==> config.mk <==
export PLATFORM = sky130hd
export DESIGN_NAME = sorted_timer_queue_flat
export DESIGN_NICKNAME = d
export VERILOG_FILES = /design/src/rtl/stq_pkg.sv /design/src/rtl/stq_chan_if.sv /design/src/rtl/stq_store.sv /design/src/rtl/sorted_timer_queue.sv /design/src/flat_wrapper.sv
export VERILOG_INCLUDE_DIRS = /design/src /design/src/rtl
export SDC_FILE = /design/constraint.sdc
export NUM_CORES = 2
export LEC_CHECK = 0
export BUFFER_PORTS_ARGS = -buffer_cell sky130_fd_sc_hd__buf_4
export CORE_MARGIN = 3
export CORE_UTILIZATION = 45
export DETAILED_ROUTE_END_ITERATION = 7
export HOLD_SLACK_MARGIN = 0.05
export SYNTH_ARGS = -nofsm -noshare
export SYNTH_HDL_FRONTEND = slang
export SYNTH_SLANG_ARGS = --single-unit
==> constraint.sdc <==
create_clock -name i_clk -period 6.6 [get_ports i_clk]
set_input_delay 0.33 -clock i_clk [delete_from_list [all_inputs] [get_ports i_clk]]
set_output_delay 0.33 -clock i_clk [all_outputs]
set_load 0.05 [all_outputs]
==> src/rtl/sorted_timer_queue_assert.svh <==
// Assertion macros shared by the timer queue RTL.
`ifndef SORTED_TIMER_QUEUE_ASSERT_SVH
`define SORTED_TIMER_QUEUE_ASSERT_SVH

// The condition holds at every clock edge outside reset.
`define STQ_ASSERT_ALWAYS(lbl, cond, msg) \
    lbl: assert property (@(posedge i_clk) disable iff (!i_rst_n) (cond)) \
        else $error(msg);

// Whenever the antecedent holds, the consequent holds in the same cycle.
`define STQ_ASSERT_IMPLY(lbl, ante, cons, msg) \
    lbl: assert property (@(posedge i_clk) disable iff (!i_rst_n) (ante) |-> (cons)) \
        else $error(msg);

`endif

==> src/rtl/stq_pkg.sv <==
package stq_pkg;

    localparam int DEPTH_DEFAULT = 16;

    typedef enum logic [1:0] {
        REQ_TICK   = 2'd0,
        REQ_ADD    = 2'd1,
        REQ_REMOVE = 2'd2,
        REQ_QUERY  = 2'd3
    } t_req_type;

    typedef enum logic [2:0] {
        KIND_EXPIRED    = 3'd0,
        KIND_ADDED      = 3'd1,
        KIND_TABLE_FULL = 3'd2,
        KIND_ZERO_DELAY = 3'd3,
        KIND_REMOVED    = 3'd4,
        KIND_NOT_FOUND  = 3'd5,
        KIND_QUERY      = 3'd6,
        KIND_TICK_DONE  = 3'd7
    } t_kind;

    typedef struct packed {
        t_req_type   req_type;
        logic [15:0] delay_seconds;
        logic [15:0] cookie;
        logic [3:0]  handle;
    } t_req;

    typedef struct packed {
        t_kind              event_kind;
        logic [3:0]         slot;
        logic [15:0]        tag;
        logic signed [31:0] time_value;
        logic               queue_empty;
        logic               last;
    } t_rsp;

    typedef struct packed {
        logic ord_we;
        logic slot_we;
    } t_mem_ctl;

endpackage

==> src/rtl/stq_chan_if.sv <==
interface stq_chan_if #(
    parameter type T = logic
) ();
    logic valid;
    logic ready;
    T     data;

    modport source (output valid, output data, input ready);
    modport sink (input valid, input data, output ready);
endinterface

==> src/rtl/stq_store.sv <==
module stq_store #(
    parameter int DEPTH = stq_pkg::DEPTH_DEFAULT,
    localparam int AW = $clog2(DEPTH)
) (
    input  logic              i_clk,
    input  stq_pkg::t_mem_ctl i_ctl,
    input  logic [AW-1:0]     i_ord_raddr,
    input  logic [AW-1:0]     i_ord_waddr,
    input  logic [AW-1:0]     i_ord_wdata,
    output logic [AW-1:0]     o_ord_rdata,
    input  logic [AW-1:0]     i_slot_raddr,
    input  logic [AW-1:0]     i_slot_waddr,
    input  logic [31:0]       i_slot_wdl,
    input  logic [15:0]       i_slot_wtag,
    output logic [31:0]       o_slot_rdl,
    output logic [15:0]       o_slot_rtag
);

    logic [AW-1:0] r_ord_mem [DEPTH];
    logic [31:0]   r_dl_mem  [DEPTH];
    logic [15:0]   r_tag_mem [DEPTH];
    logic [AW-1:0] r_ord_rdata;
    logic [31:0]   r_dl_rdata;
    logic [15:0]   r_tag_rdata;

    always_ff @(posedge i_clk) begin
        if (i_ctl.ord_we) begin
            r_ord_mem[i_ord_waddr] <= i_ord_wdata;
        end
        r_ord_rdata <= r_ord_mem[i_ord_raddr];
    end

    always_ff @(posedge i_clk) begin
        if (i_ctl.slot_we) begin
            r_dl_mem[i_slot_waddr]  <= i_slot_wdl;
            r_tag_mem[i_slot_waddr] <= i_slot_wtag;
        end
        r_dl_rdata  <= r_dl_mem[i_slot_raddr];
        r_tag_rdata <= r_tag_mem[i_slot_raddr];
    end

    assign o_ord_rdata = r_ord_rdata;
    assign o_slot_rdl  = r_dl_rdata;
    assign o_slot_rtag = r_tag_rdata;

endmodule

==> src/rtl/sorted_timer_queue.sv <==
// Channel  Dir  Modport  Transfer carries
// i_req    in   sink     req_type, delay_seconds, cookie, handle
// o_rsp    out  source   event_kind, slot, tag, time_value, queue_empty, last
//
// One request at a time; a new transfer on i_req is taken only in the idle state, after
// the previous request has placed its final result in the output register.
// A tick or a refused add walks its E expiries; an accepted add walks its E expiries,
// then scans the A timers sorted ahead of it and shifts the B behind; a remove scans the
// P timers ahead of the slot and shifts the S behind; not found and query walk no list.
// Reset is synchronous and active low and needs no clearing pass.
// A stalled o_rsp holds the sequencer at its next result.
module sorted_timer_queue #(
    parameter int DEPTH = stq_pkg::DEPTH_DEFAULT
) (
    input logic i_clk,
    input logic i_rst_n,
    stq_chan_if.sink   i_req,
    stq_chan_if.source o_rsp
);

    localparam int AW = $clog2(DEPTH);
    localparam int CW = $clog2(DEPTH + 1);

    typedef enum logic [22:0] {
        ST_IDLE     = 23'd1 << 0,
        ST_SC_ORD   = 23'd1 << 1,
        ST_SC_SLOT  = 23'd1 << 2,
        ST_SC_CHK   = 23'd1 << 3,
        ST_EM_ORD   = 23'd1 << 4,
        ST_EM_SLOT  = 23'd1 << 5,
        ST_EM_OUT   = 23'd1 << 6,
        ST_ADD      = 23'd1 << 7,
        ST_IN_ORD   = 23'd1 << 8,
        ST_IN_SLOT  = 23'd1 << 9,
        ST_IN_CHK   = 23'd1 << 10,
        ST_SH_RD    = 23'd1 << 11,
        ST_SH_WR    = 23'd1 << 12,
        ST_IN_PUT   = 23'd1 << 13,
        ST_RM_ORD   = 23'd1 << 14,
        ST_RM_CHK   = 23'd1 << 15,
        ST_RM_SH_RD = 23'd1 << 16,
        ST_RM_SH_WR = 23'd1 << 17,
        ST_QRY      = 23'd1 << 18,
        ST_EA_ORD   = 23'd1 << 19,
        ST_EA_SLOT  = 23'd1 << 20,
        ST_EA_CALC  = 23'd1 << 21,
        ST_FIN      = 23'd1 << 22
    } t_state;

    function automatic logic [AW-1:0] f_phys(input logic [AW-1:0] head,
                                             input logic [CW-1:0] off);
        logic [CW:0] sum;
        sum = (CW+1)'(head) + (CW+1)'(off);
        if (sum >= (CW+1)'(DEPTH)) begin
            sum = sum - (CW+1)'(DEPTH);
        end
        return AW'(sum);
    endfunction

    t_state              r_state, n_state;
    logic [31:0]         r_time, n_time;
    logic [CW-1:0]       r_count, n_count;
    logic [AW-1:0]       r_head, n_head;
    logic [DEPTH-1:0]    r_in_use, n_in_use;
    logic                r_out_valid, n_out_valid;
    stq_pkg::t_rsp       r_out, n_out;
    stq_pkg::t_req       r_req, n_req;
    logic [CW-1:0]       r_idx, n_idx;
    logic [CW-1:0]       r_nexp, n_nexp;
    logic [CW-1:0]       r_pos, n_pos;
    logic [AW-1:0]       r_slot, n_slot;
    logic [AW-1:0]       r_new, n_new;
    logic                r_empty, n_empty;
    stq_pkg::t_kind      r_fkind, n_fkind;
    logic [3:0]          r_fslot, n_fslot;
    logic [15:0]         r_ftag, n_ftag;
    logic [31:0]         r_ftv, n_ftv;

    stq_pkg::t_mem_ctl   mem_ctl;
    logic [AW-1:0]       ord_raddr, ord_waddr, ord_wdata, ord_rdata;
    logic [AW-1:0]       slot_raddr, slot_waddr;
    logic [31:0]         slot_wdl, slot_rdl;
    logic [15:0]         slot_rtag;
    logic [31:0]         diff;
    logic                out_free;
    logic                in_fire;
    logic [AW-1:0]       in_hidx, req_hidx, free_slot;
    logic                in_found;

    stq_store #(.DEPTH(DEPTH)) u_store (
        .i_clk        (i_clk),
        .i_ctl        (mem_ctl),
        .i_ord_raddr  (ord_raddr),
        .i_ord_waddr  (ord_waddr),
        .i_ord_wdata  (ord_wdata),
        .o_ord_rdata  (ord_rdata),
        .i_slot_raddr (slot_raddr),
        .i_slot_waddr (slot_waddr),
        .i_slot_wdl   (slot_wdl),
        .i_slot_wtag  (r_req.cookie),
        .o_slot_rdl   (slot_rdl),
        .o_slot_rtag  (slot_rtag)
    );

    assign i_req.ready = (r_state == ST_IDLE);
    assign in_fire     = i_req.valid && (r_state == ST_IDLE);
    assign out_free    = !r_out_valid || o_rsp.ready;
    assign o_rsp.valid = r_out_valid;
    assign o_rsp.data  = r_out;
    assign diff        = slot_rdl - r_time;
    assign in_hidx     = AW'(i_req.data.handle);
    assign req_hidx    = AW'(r_req.handle);
    assign in_found    = (int'(i_req.data.handle) < DEPTH) && r_in_use[in_hidx];

    always_comb begin
        free_slot = '0;
        for (int k = DEPTH - 1; k >= 0; k--) begin
            if (!r_in_use[k]) begin
                free_slot = AW'(k);
            end
        end
    end

    always_comb begin
        n_state     = r_state;
        n_time      = r_time;
        n_count     = r_count;
        n_head      = r_head;
        n_in_use    = r_in_use;
        n_out_valid = r_out_valid && !o_rsp.ready;
        n_out       = r_out;
        n_req       = r_req;
        n_idx       = r_idx;
        n_nexp      = r_nexp;
        n_pos       = r_pos;
        n_slot      = r_slot;
        n_new       = r_new;
        n_empty     = r_empty;
        n_fkind     = r_fkind;
        n_fslot     = r_fslot;
        n_ftag      = r_ftag;
        n_ftv       = r_ftv;
        mem_ctl     = '0;
        ord_raddr   = r_head;
        ord_waddr   = f_phys(r_head, r_idx);
        ord_wdata   = ord_rdata;
        slot_raddr  = req_hidx;
        slot_waddr  = free_slot;
        slot_wdl    = r_time + 32'(r_req.delay_seconds);

        case (r_state)
            ST_IDLE: begin
                slot_raddr = in_hidx;
                if (in_fire) begin
                    n_req   = i_req.data;
                    n_idx   = '0;
                    n_pos   = '0;
                    n_fslot = i_req.data.handle;
                    n_ftag  = '0;
                    case (i_req.data.req_type)
                        stq_pkg::REQ_TICK: begin
                            n_time  = r_time + 32'd1;
                            n_state = ST_SC_ORD;
                        end
                        stq_pkg::REQ_ADD: begin
                            n_state = ST_SC_ORD;
                        end
                        default: begin
                            if (!in_found) begin
                                n_fkind = stq_pkg::KIND_NOT_FOUND;
                                n_state = ST_EA_ORD;
                            end else if (i_req.data.req_type == stq_pkg::REQ_REMOVE) begin
                                n_fkind = stq_pkg::KIND_REMOVED;
                                n_state = ST_RM_ORD;
                            end else begin
                                n_fkind = stq_pkg::KIND_QUERY;
                                n_state = ST_QRY;
                            end
                        end
                    endcase
                end
            end
            ST_SC_ORD: begin
                ord_raddr = f_phys(r_head, r_idx);
                if (r_idx == r_count) begin
                    n_nexp  = r_idx;
                    n_empty = !((r_req.req_type == stq_pkg::REQ_ADD) &&
                                (r_req.delay_seconds != 16'd0));
                    n_state = ST_EM_ORD;
                end else begin
                    n_state = ST_SC_SLOT;
                end
            end
            ST_SC_SLOT: begin
                slot_raddr = ord_rdata;
                n_state    = ST_SC_CHK;
            end
            ST_SC_CHK: begin
                if (diff[31] || (diff == 32'd0)) begin
                    n_idx   = r_idx + CW'(1);
                    n_state = ST_SC_ORD;
                end else begin
                    n_nexp  = r_idx;
                    n_empty = 1'b0;
                    n_state = ST_EM_ORD;
                end
            end
            ST_EM_ORD: begin
                n_fslot = '0;
                n_ftag  = '0;
                if (r_nexp != '0) begin
                    n_state = ST_EM_SLOT;
                end else if (r_req.req_type == stq_pkg::REQ_TICK) begin
                    n_fkind = stq_pkg::KIND_TICK_DONE;
                    n_state = ST_EA_ORD;
                end else if (r_req.delay_seconds == 16'd0) begin
                    n_fkind = stq_pkg::KIND_ZERO_DELAY;
                    n_state = ST_EA_ORD;
                end else if (r_count == CW'(DEPTH)) begin
                    n_fkind = stq_pkg::KIND_TABLE_FULL;
                    n_state = ST_EA_ORD;
                end else begin
                    n_state = ST_ADD;
                end
            end
            ST_EM_SLOT: begin
                slot_raddr = ord_rdata;
                n_slot     = ord_rdata;
                n_state    = ST_EM_OUT;
            end
            ST_EM_OUT: begin
                slot_raddr = r_slot;
                if (out_free) begin
                    n_out_valid          = 1'b1;
                    n_out.event_kind     = stq_pkg::KIND_EXPIRED;
                    n_out.slot           = 4'(r_slot);
                    n_out.tag            = slot_rtag;
                    n_out.time_value     = '0;
                    n_out.queue_empty    = r_empty;
                    n_out.last           = 1'b0;
                    n_in_use[r_slot]     = 1'b0;
                    n_head               = f_phys(r_head, CW'(1));
                    n_count              = r_count - CW'(1);
                    n_nexp               = r_nexp - CW'(1);
                    n_state              = ST_EM_ORD;
                end
            end
            ST_ADD: begin
                mem_ctl.slot_we = 1'b1;
                n_new           = free_slot;
                n_pos           = '0;
                n_fkind         = stq_pkg::KIND_ADDED;
                n_fslot         = 4'(free_slot);
                n_ftag          = r_req.cookie;
                n_state         = ST_IN_ORD;
            end
            ST_IN_ORD: begin
                ord_raddr = f_phys(r_head, r_pos);
                if (r_pos == r_count) begin
                    n_idx   = r_count;
                    n_state = ST_SH_RD;
                end else begin
                    n_state = ST_IN_SLOT;
                end
            end
            ST_IN_SLOT: begin
                slot_raddr = ord_rdata;
                n_state    = ST_IN_CHK;
            end
            ST_IN_CHK: begin
                if ($signed(diff) <= $signed({16'd0, r_req.delay_seconds})) begin
                    n_pos   = r_pos + CW'(1);
                    n_state = ST_IN_ORD;
                end else begin
                    n_idx   = r_count;
                    n_state = ST_SH_RD;
                end
            end
            ST_SH_RD: begin
                ord_raddr = f_phys(r_head, r_idx - CW'(1));
                if (r_idx == r_pos) begin
                    n_state = ST_IN_PUT;
                end else begin
                    n_state = ST_SH_WR;
                end
            end
            ST_SH_WR: begin
                mem_ctl.ord_we = 1'b1;
                n_idx          = r_idx - CW'(1);
                n_state        = ST_SH_RD;
            end
            ST_IN_PUT: begin
                mem_ctl.ord_we   = 1'b1;
                ord_waddr        = f_phys(r_head, r_pos);
                ord_wdata        = r_new;
                n_count          = r_count + CW'(1);
                n_in_use[r_new]  = 1'b1;
                n_state          = ST_EA_ORD;
            end
            ST_RM_ORD: begin
                ord_raddr = f_phys(r_head, r_pos);
                n_state   = ST_RM_CHK;
            end
            ST_RM_CHK: begin
                if ((ord_rdata == req_hidx) || (r_pos + CW'(1) >= r_count)) begin
                    n_idx   = r_pos;
                    n_ftag  = slot_rtag;
                    n_state = ST_RM_SH_RD;
                end else begin
                    n_pos   = r_pos + CW'(1);
                    n_state = ST_RM_ORD;
                end
            end
            ST_RM_SH_RD: begin
                ord_raddr = f_phys(r_head, r_idx + CW'(1));
                if (r_idx + CW'(1) >= r_count) begin
                    n_count            = r_count - CW'(1);
                    n_in_use[req_hidx] = 1'b0;
                    n_state            = ST_EA_ORD;
                end else begin
                    n_state = ST_RM_SH_WR;
                end
            end
            ST_RM_SH_WR: begin
                mem_ctl.ord_we = 1'b1;
                n_idx          = r_idx + CW'(1);
                n_state        = ST_RM_SH_RD;
            end
            ST_QRY: begin
                n_ftv   = diff;
                n_state = ST_FIN;
            end
            ST_EA_ORD: begin
                if (r_count == '0) begin
                    n_ftv   = '0;
                    n_state = ST_FIN;
                end else begin
                    n_state = ST_EA_SLOT;
                end
            end
            ST_EA_SLOT: begin
                slot_raddr = ord_rdata;
                n_state    = ST_EA_CALC;
            end
            ST_EA_CALC: begin
                n_ftv   = diff;
                n_state = ST_FIN;
            end
            ST_FIN: begin
                if (out_free) begin
                    n_out_valid       = 1'b1;
                    n_out.event_kind  = r_fkind;
                    n_out.slot        = r_fslot;
                    n_out.tag         = r_ftag;
                    n_out.time_value  = r_ftv;
                    n_out.queue_empty = (r_count == '0);
                    n_out.last        = 1'b1;
                    n_state           = ST_IDLE;
                end
            end
            default: begin
                n_state = ST_IDLE;
            end
        endcase
    end

    always_ff @(posedge i_clk) begin
        if (!i_rst_n) begin
            r_state     <= ST_IDLE;
            r_time      <= '0;
            r_count     <= '0;
            r_head      <= '0;
            r_in_use    <= '0;
            r_out_valid <= 1'b0;
        end else begin
            r_state     <= n_state;
            r_time      <= n_time;
            r_count     <= n_count;
            r_head      <= n_head;
            r_in_use    <= n_in_use;
            r_out_valid <= n_out_valid;
        end
    end

    always_ff @(posedge i_clk) begin
        r_out   <= n_out;
        r_req   <= n_req;
        r_idx   <= n_idx;
        r_nexp  <= n_nexp;
        r_pos   <= n_pos;
        r_slot  <= n_slot;
        r_new   <= n_new;
        r_empty <= n_empty;
        r_fkind <= n_fkind;
        r_fslot <= n_fslot;
        r_ftag  <= n_ftag;
        r_ftv   <= n_ftv;
    end

`include "sorted_timer_queue_assert.svh"

    `STQ_ASSERT_ALWAYS(a_count_bound, r_count <= CW'(DEPTH), "pending count above depth")
    `STQ_ASSERT_ALWAYS(a_use_matches_count, $countones(r_in_use) == int'(r_count), "slot use and pending count disagree")
    `STQ_ASSERT_IMPLY(a_expiry_not_last, r_out_valid && (r_out.event_kind == stq_pkg::KIND_EXPIRED), !r_out.last, "expiry result marked last")

endmodule

==> src/flat_wrapper.sv <==
// flat-port wrapper written by rule: the top's interface ports become plain ports
module sorted_timer_queue_flat 
#(
    parameter int DEPTH = stq_pkg::DEPTH_DEFAULT
)
  (i_clk, i_rst_n, i_req_valid, i_req_data, i_req_ready, o_rsp_valid, o_rsp_data, o_rsp_ready);
  stq_chan_if #(.T(stq_pkg::t_req)) i_req_i ();
  stq_chan_if #(.T(stq_pkg::t_rsp)) o_rsp_i ();
  input logic i_clk;
  input logic i_rst_n;
  input wire logic [$bits(i_req_i.valid)-1:0] i_req_valid;
  input wire logic [$bits(i_req_i.data)-1:0] i_req_data;
  output wire logic [$bits(i_req_i.ready)-1:0] i_req_ready;
  output wire logic [$bits(o_rsp_i.valid)-1:0] o_rsp_valid;
  output wire logic [$bits(o_rsp_i.data)-1:0] o_rsp_data;
  input wire logic [$bits(o_rsp_i.ready)-1:0] o_rsp_ready;
  assign i_req_i.valid = i_req_valid;
  assign i_req_i.data = i_req_data;
  assign i_req_ready = i_req_i.ready;
  assign o_rsp_valid = o_rsp_i.valid;
  assign o_rsp_data = o_rsp_i.data;
  assign o_rsp_i.ready = o_rsp_ready;
  sorted_timer_queue #(.DEPTH(DEPTH)) u_core (.i_clk(i_clk), .i_rst_n(i_rst_n), .i_req(i_req_i), .o_rsp(o_rsp_i));
endmodule
==> results.yml <==
worst_setup_path:
  cpPeakStageDelay_ps: 930
  cp_slowest_cell: "xnor2_1"
  crit_fanout: 16
  worstReg2RegEnd: "u_core.u_store.r_dl_mem[7][30]$_DFFE_PP_"
  end_kind: "register"
  r2r_cells: 14
  cp_cell_sequence: "ha_1 > inv_1 > fa_1 > nor2b_1 > o21ai_0 > a21bo_2 > a2111oi_0 > o21ai_0 > a211oi_1 > o41ai_1 > or3_1 > nor2_1 > nand2_1 > xnor2_1"
  reg2reg_setup_slack_ps: 1190
  crit_arrival_ps: 5750
  timing.rr.start: "u_core.r_time[0]$_SDFFE_PN0P_"
  cp-start-kind: "register"
  path_class: "register to register"
  path_common_cell: "o21ai_0"
  required_ps: 6940
clock_network:
  root_buffer: "clkbuf_16"
  clockBufferDepth: 3
  cts_tree: "built"
  ctsResizeCount: 0
  htree_num_levels: 3
  numCtsBuffers: 114
  clk-insertion-delay-late_ps: 720
  clk_pin_slew_ps: 70
  clock-sinks: 1139
logic_synthesis:
  syn-instance-count: 3956
  netlist.area_leader.share_pct: 61.53
  syn_area_sq_mm: 0.04909
  netlist.top_cell.by_area: "edfxtp_1"
  synth_xor_area_share_pct: 2.212
  synth_compound_area_share_pct: 12.20
  synthSimpleGateAreaFrac_pct: 11.15
  ys.flop_type: "edfxtp_1"
  synth-edff-count: 1006
  ys_warn_count: 0
  ys_async_sr_fraction_pct: 0
  synth.area.top_cells: "edfxtp_1 (62%), dfxtp_1 (5.4%), nand2_1 (5.1%)"
  yosys.cell_types.count: 85
  synth_mux_area_share_pct: 2.240
  synth-seq-cells: 1139
  synth_top_family_by_area: "compound AO/OA/AOI/OAI gates"
  synth_fa_ha_area_share_pct: 2.564
  synth.avg_cell_area_sq_um: 12.41
  syn_nets: 4095
  ys_seq_area_share_pct: 66.96
placed_design:
  dp.final_hpwl_microns: 75740
  portBuffers: 100
  gp_congestion: 0.9060
timing:
  period_share_pct: 81.99
  drv_slew: 0
  slew_headroom_pct: 10.71
  finalHoldViolCount: 0
  rsz0062_at_grt: "no"
  finalCriticalPeriod_ps: 5412
  setup_viol: 0
  whs_ps: 149.4
  timing.fmax_mhz: 184.8
  tightest_slew_ps: 1330
  fin_skew_ps: 41.04
  finalSetupTns_ps: 0
floorplanning:
  die_x_microns: 336.3
  dieHeight_microns: 336.3
  dieArea_sq_mm: 0.1131
  start_util_pct: 45.60
  io_pins: 101
  core_sq_mm: 0.1077
  rows: 120
global_routing:
  grt_pass1_vias: 30930
  grt_max_degree: 139
  grtUsageTotal_pct: 22.67
  grt_pass1_wl_microns: 194600
  antenna_found_initial: 0
  overflow: 0
route:
  drt-initial-drc-count: 3084
  drtPass1Iterations: 5
  via_per_inst: 5.788
  route.detailed.drc: 0
  avgRoutedWirePerCell_microns: 23.36
  wirelength_microns: 130100
  vias: 32230
  ant_nets: 0
final_layout:
  areaGrowthSynthToFinish_pct: 13.75
  antenna_cells: 0
  nNetsFinal: 4205
  layout-drive-gt1-share_pct: 10.16
  utilization_pct: 51.88
min_path:
  whs_path_depth: 4
  holdPathEnd: "u_core.r_state[22]$_SDFFE_PN0P_"
  hold_class: "input pin to register"
  hp-start: "i_req_valid"
power_and_ir_drop:
  pwr_density_cell_mw_per_mm2: 447.9
  ir_drop_mv: 0.4684
  cellLeakagePower_nw: 18.93
run_status:
  run_status: "finished, final reports clean"
job:
  cap_violations: 0
timing repair:
item | in CTS | in global routing
endpoints found under the hold margin | 55 | 0
hold buffers | 40 | 0
buffers inserted | 0 | 0
worst max-delay path by stage:
stage                                         startpoint                                        end  cells after the start
after detailed placement   u_core.r_time[0]$_SDFFE_PN0P_  u_core.u_store.r_dl_mem[15][24]$_DFFE_PP_                     14
after global routing       u_core.r_time[0]$_SDFFE_PN0P_   u_core.u_store.r_dl_mem[5][28]$_DFFE_PP_                     14
after global placement     u_core.r_time[0]$_SDFFE_PN0P_  u_core.u_store.r_dl_mem[15][24]$_DFFE_PP_                     14
final                      u_core.r_time[0]$_SDFFE_PN0P_   u_core.u_store.r_dl_mem[7][30]$_DFFE_PP_                     14
after CTS                  u_core.r_time[0]$_SDFFE_PN0P_   u_core.u_store.r_dl_mem[6][28]$_DFFE_PP_                     14
after floorplan           u_core.r_state[1]$_SDFFE_PN0P_             u_core.o_rsp.data[0]$_DFFE_PP_                      6
critical path, delay by kind of cell (launching register included):
kind,cells,cell delay [ps]
AO/OA/AOI/OAI,6,1870
AND/OR/NAND/NOR,4,1050
XOR/XNOR,1,930
adder cells (fa/ha/maj),2,680
flip-flops,1,460
buffers and inverters,1,60
final cells by class:
type,count,area [sq um]
Sequential cell,1139,32870
Fill cell,9247,51810
Multi-Input combinational cell,2497,15090
Tap cell,1403,1755
Clock buffer,152,3146
Inverter,105,394.1
Timing Repair Buffer,209,1832
Clock inverter,63,754.5
metrics by stage:
| step | worst slack (ps) | power [mW] | instances | cell area, sq um |
|---|---|---|---|---|
| floorplan | 1969 | 15.51 | 3956 | 49090 |
| global placement | 1356 | 18.31 | 5313 | 51550 |
| detailed placement | 1392 | 18.39 | 5313 | 51550 |
| CTS | 1316 | 25.08 | 5568 | 55850 |
| global route | 876.2 | 26.46 | 5568 | 55850 |
| finish | 1188 | 25.01 | 5568 | 55850 |
registers in the layout, summed over array words and instances, names as in the netlist, 16 cells and up:
register,flops
u_core.r_ftag,16
u_core.u_store.o_slot_rdl,32
u_core.r_time,32
u_core.r_ftv,32
u_core.u_store.o_slot_rtag,16
u_core.u_store.r_tag_mem,256
u_core.r_req,34
u_core.u_store.r_ord_mem,64
u_core.o_rsp.data,57
u_core.u_store.r_dl_mem,512
u_core.r_state,23
u_core.r_in_use,16
cells by family (layout without fill, tap and decap cells):
logic type / after synthesis / count (layout)
adder cells (fa/ha/maj): 97 / 97
AND/OR/NAND/NOR: 1212 / 1212
XOR/XNOR: 124 / 124
buffers and inverters: 320 / 529
flip-flops: 1139 / 1139
multiplexers: 101 / 101
AO/OA/AOI/OAI: 963 / 963
metal layers:
layer	vias up	share of wire [%]	GRT usage [%]
met5	-	0	0
met1	16030	46	33.08
li1	14910	-	-
met2	1081	45	35.03
met4	0	2.4	6.811
met3	202	6.5	3.631
where the power goes:
| part | switching [mW] | internal [mW] | leakage [nW] |
|---|---|---|---|
| registers | 0.464 | 8.55 | 9.82 |
| logic | 6.25 | 3.09 | 7.20 |
| clock network | 2.75 | 3.90 | 1.91 |
cell usage in the layout (no fill, tap or decap), types with 13 or more instances in the layout:
cell	netlist	routed
a21o_1	27	27
a21oi_1	489	488
a22o_1	18	18
a22oi_1	197	197
a31oi_1	19	19
and2_1	49	46
and3_1	15	15
buf_12	0	13
buf_4	14	156
bufinv_16	0	14
clkbuf_1	135	23
clkbuf_16	0	114
clkbuf_8	0	15
clkinv_1	1	19
clkinv_2	0	21
dfxtp_1	133	133
dlygate4sd3_1	0	40
edfxtp_1	1006	1006
ha_1	91	91
inv_1	103	103
mux2_2	21	21
mux2i_1	75	75
nand2_1	672	669
nand2b_1	32	32
nand3_1	54	53
nand4_1	40	40
nor2_1	192	173
nor2_4	0	19
nor2b_1	29	29
nor3_1	39	39
nor4_1	25	25
o21ai_0	72	71
o311ai_1	49	49
or3_1	16	16
xnor2_1	93	93
xor2_1	31	31
cells in the mapped netlist (25+ instances only):
library cell / count
edfxtp_1: 1006
nand2_1: 672
a21oi_1: 489
a22oi_1: 197
nor2_1: 192
clkbuf_1: 135
dfxtp_1: 133
inv_1: 103
xnor2_1: 93
ha_1: 91
mux2i_1: 75
o21ai_0: 72
nand3_1: 54
and2_1: 49
o311ai_1: 49
buf_2: 44
nand4_1: 40
nor3_1: 39
nand2b_1: 32
xor2_1: 31
nor2b_1: 29
a21o_1: 27
nor4_1: 25
Note: power is estimated with default switching activity, not from simulation.
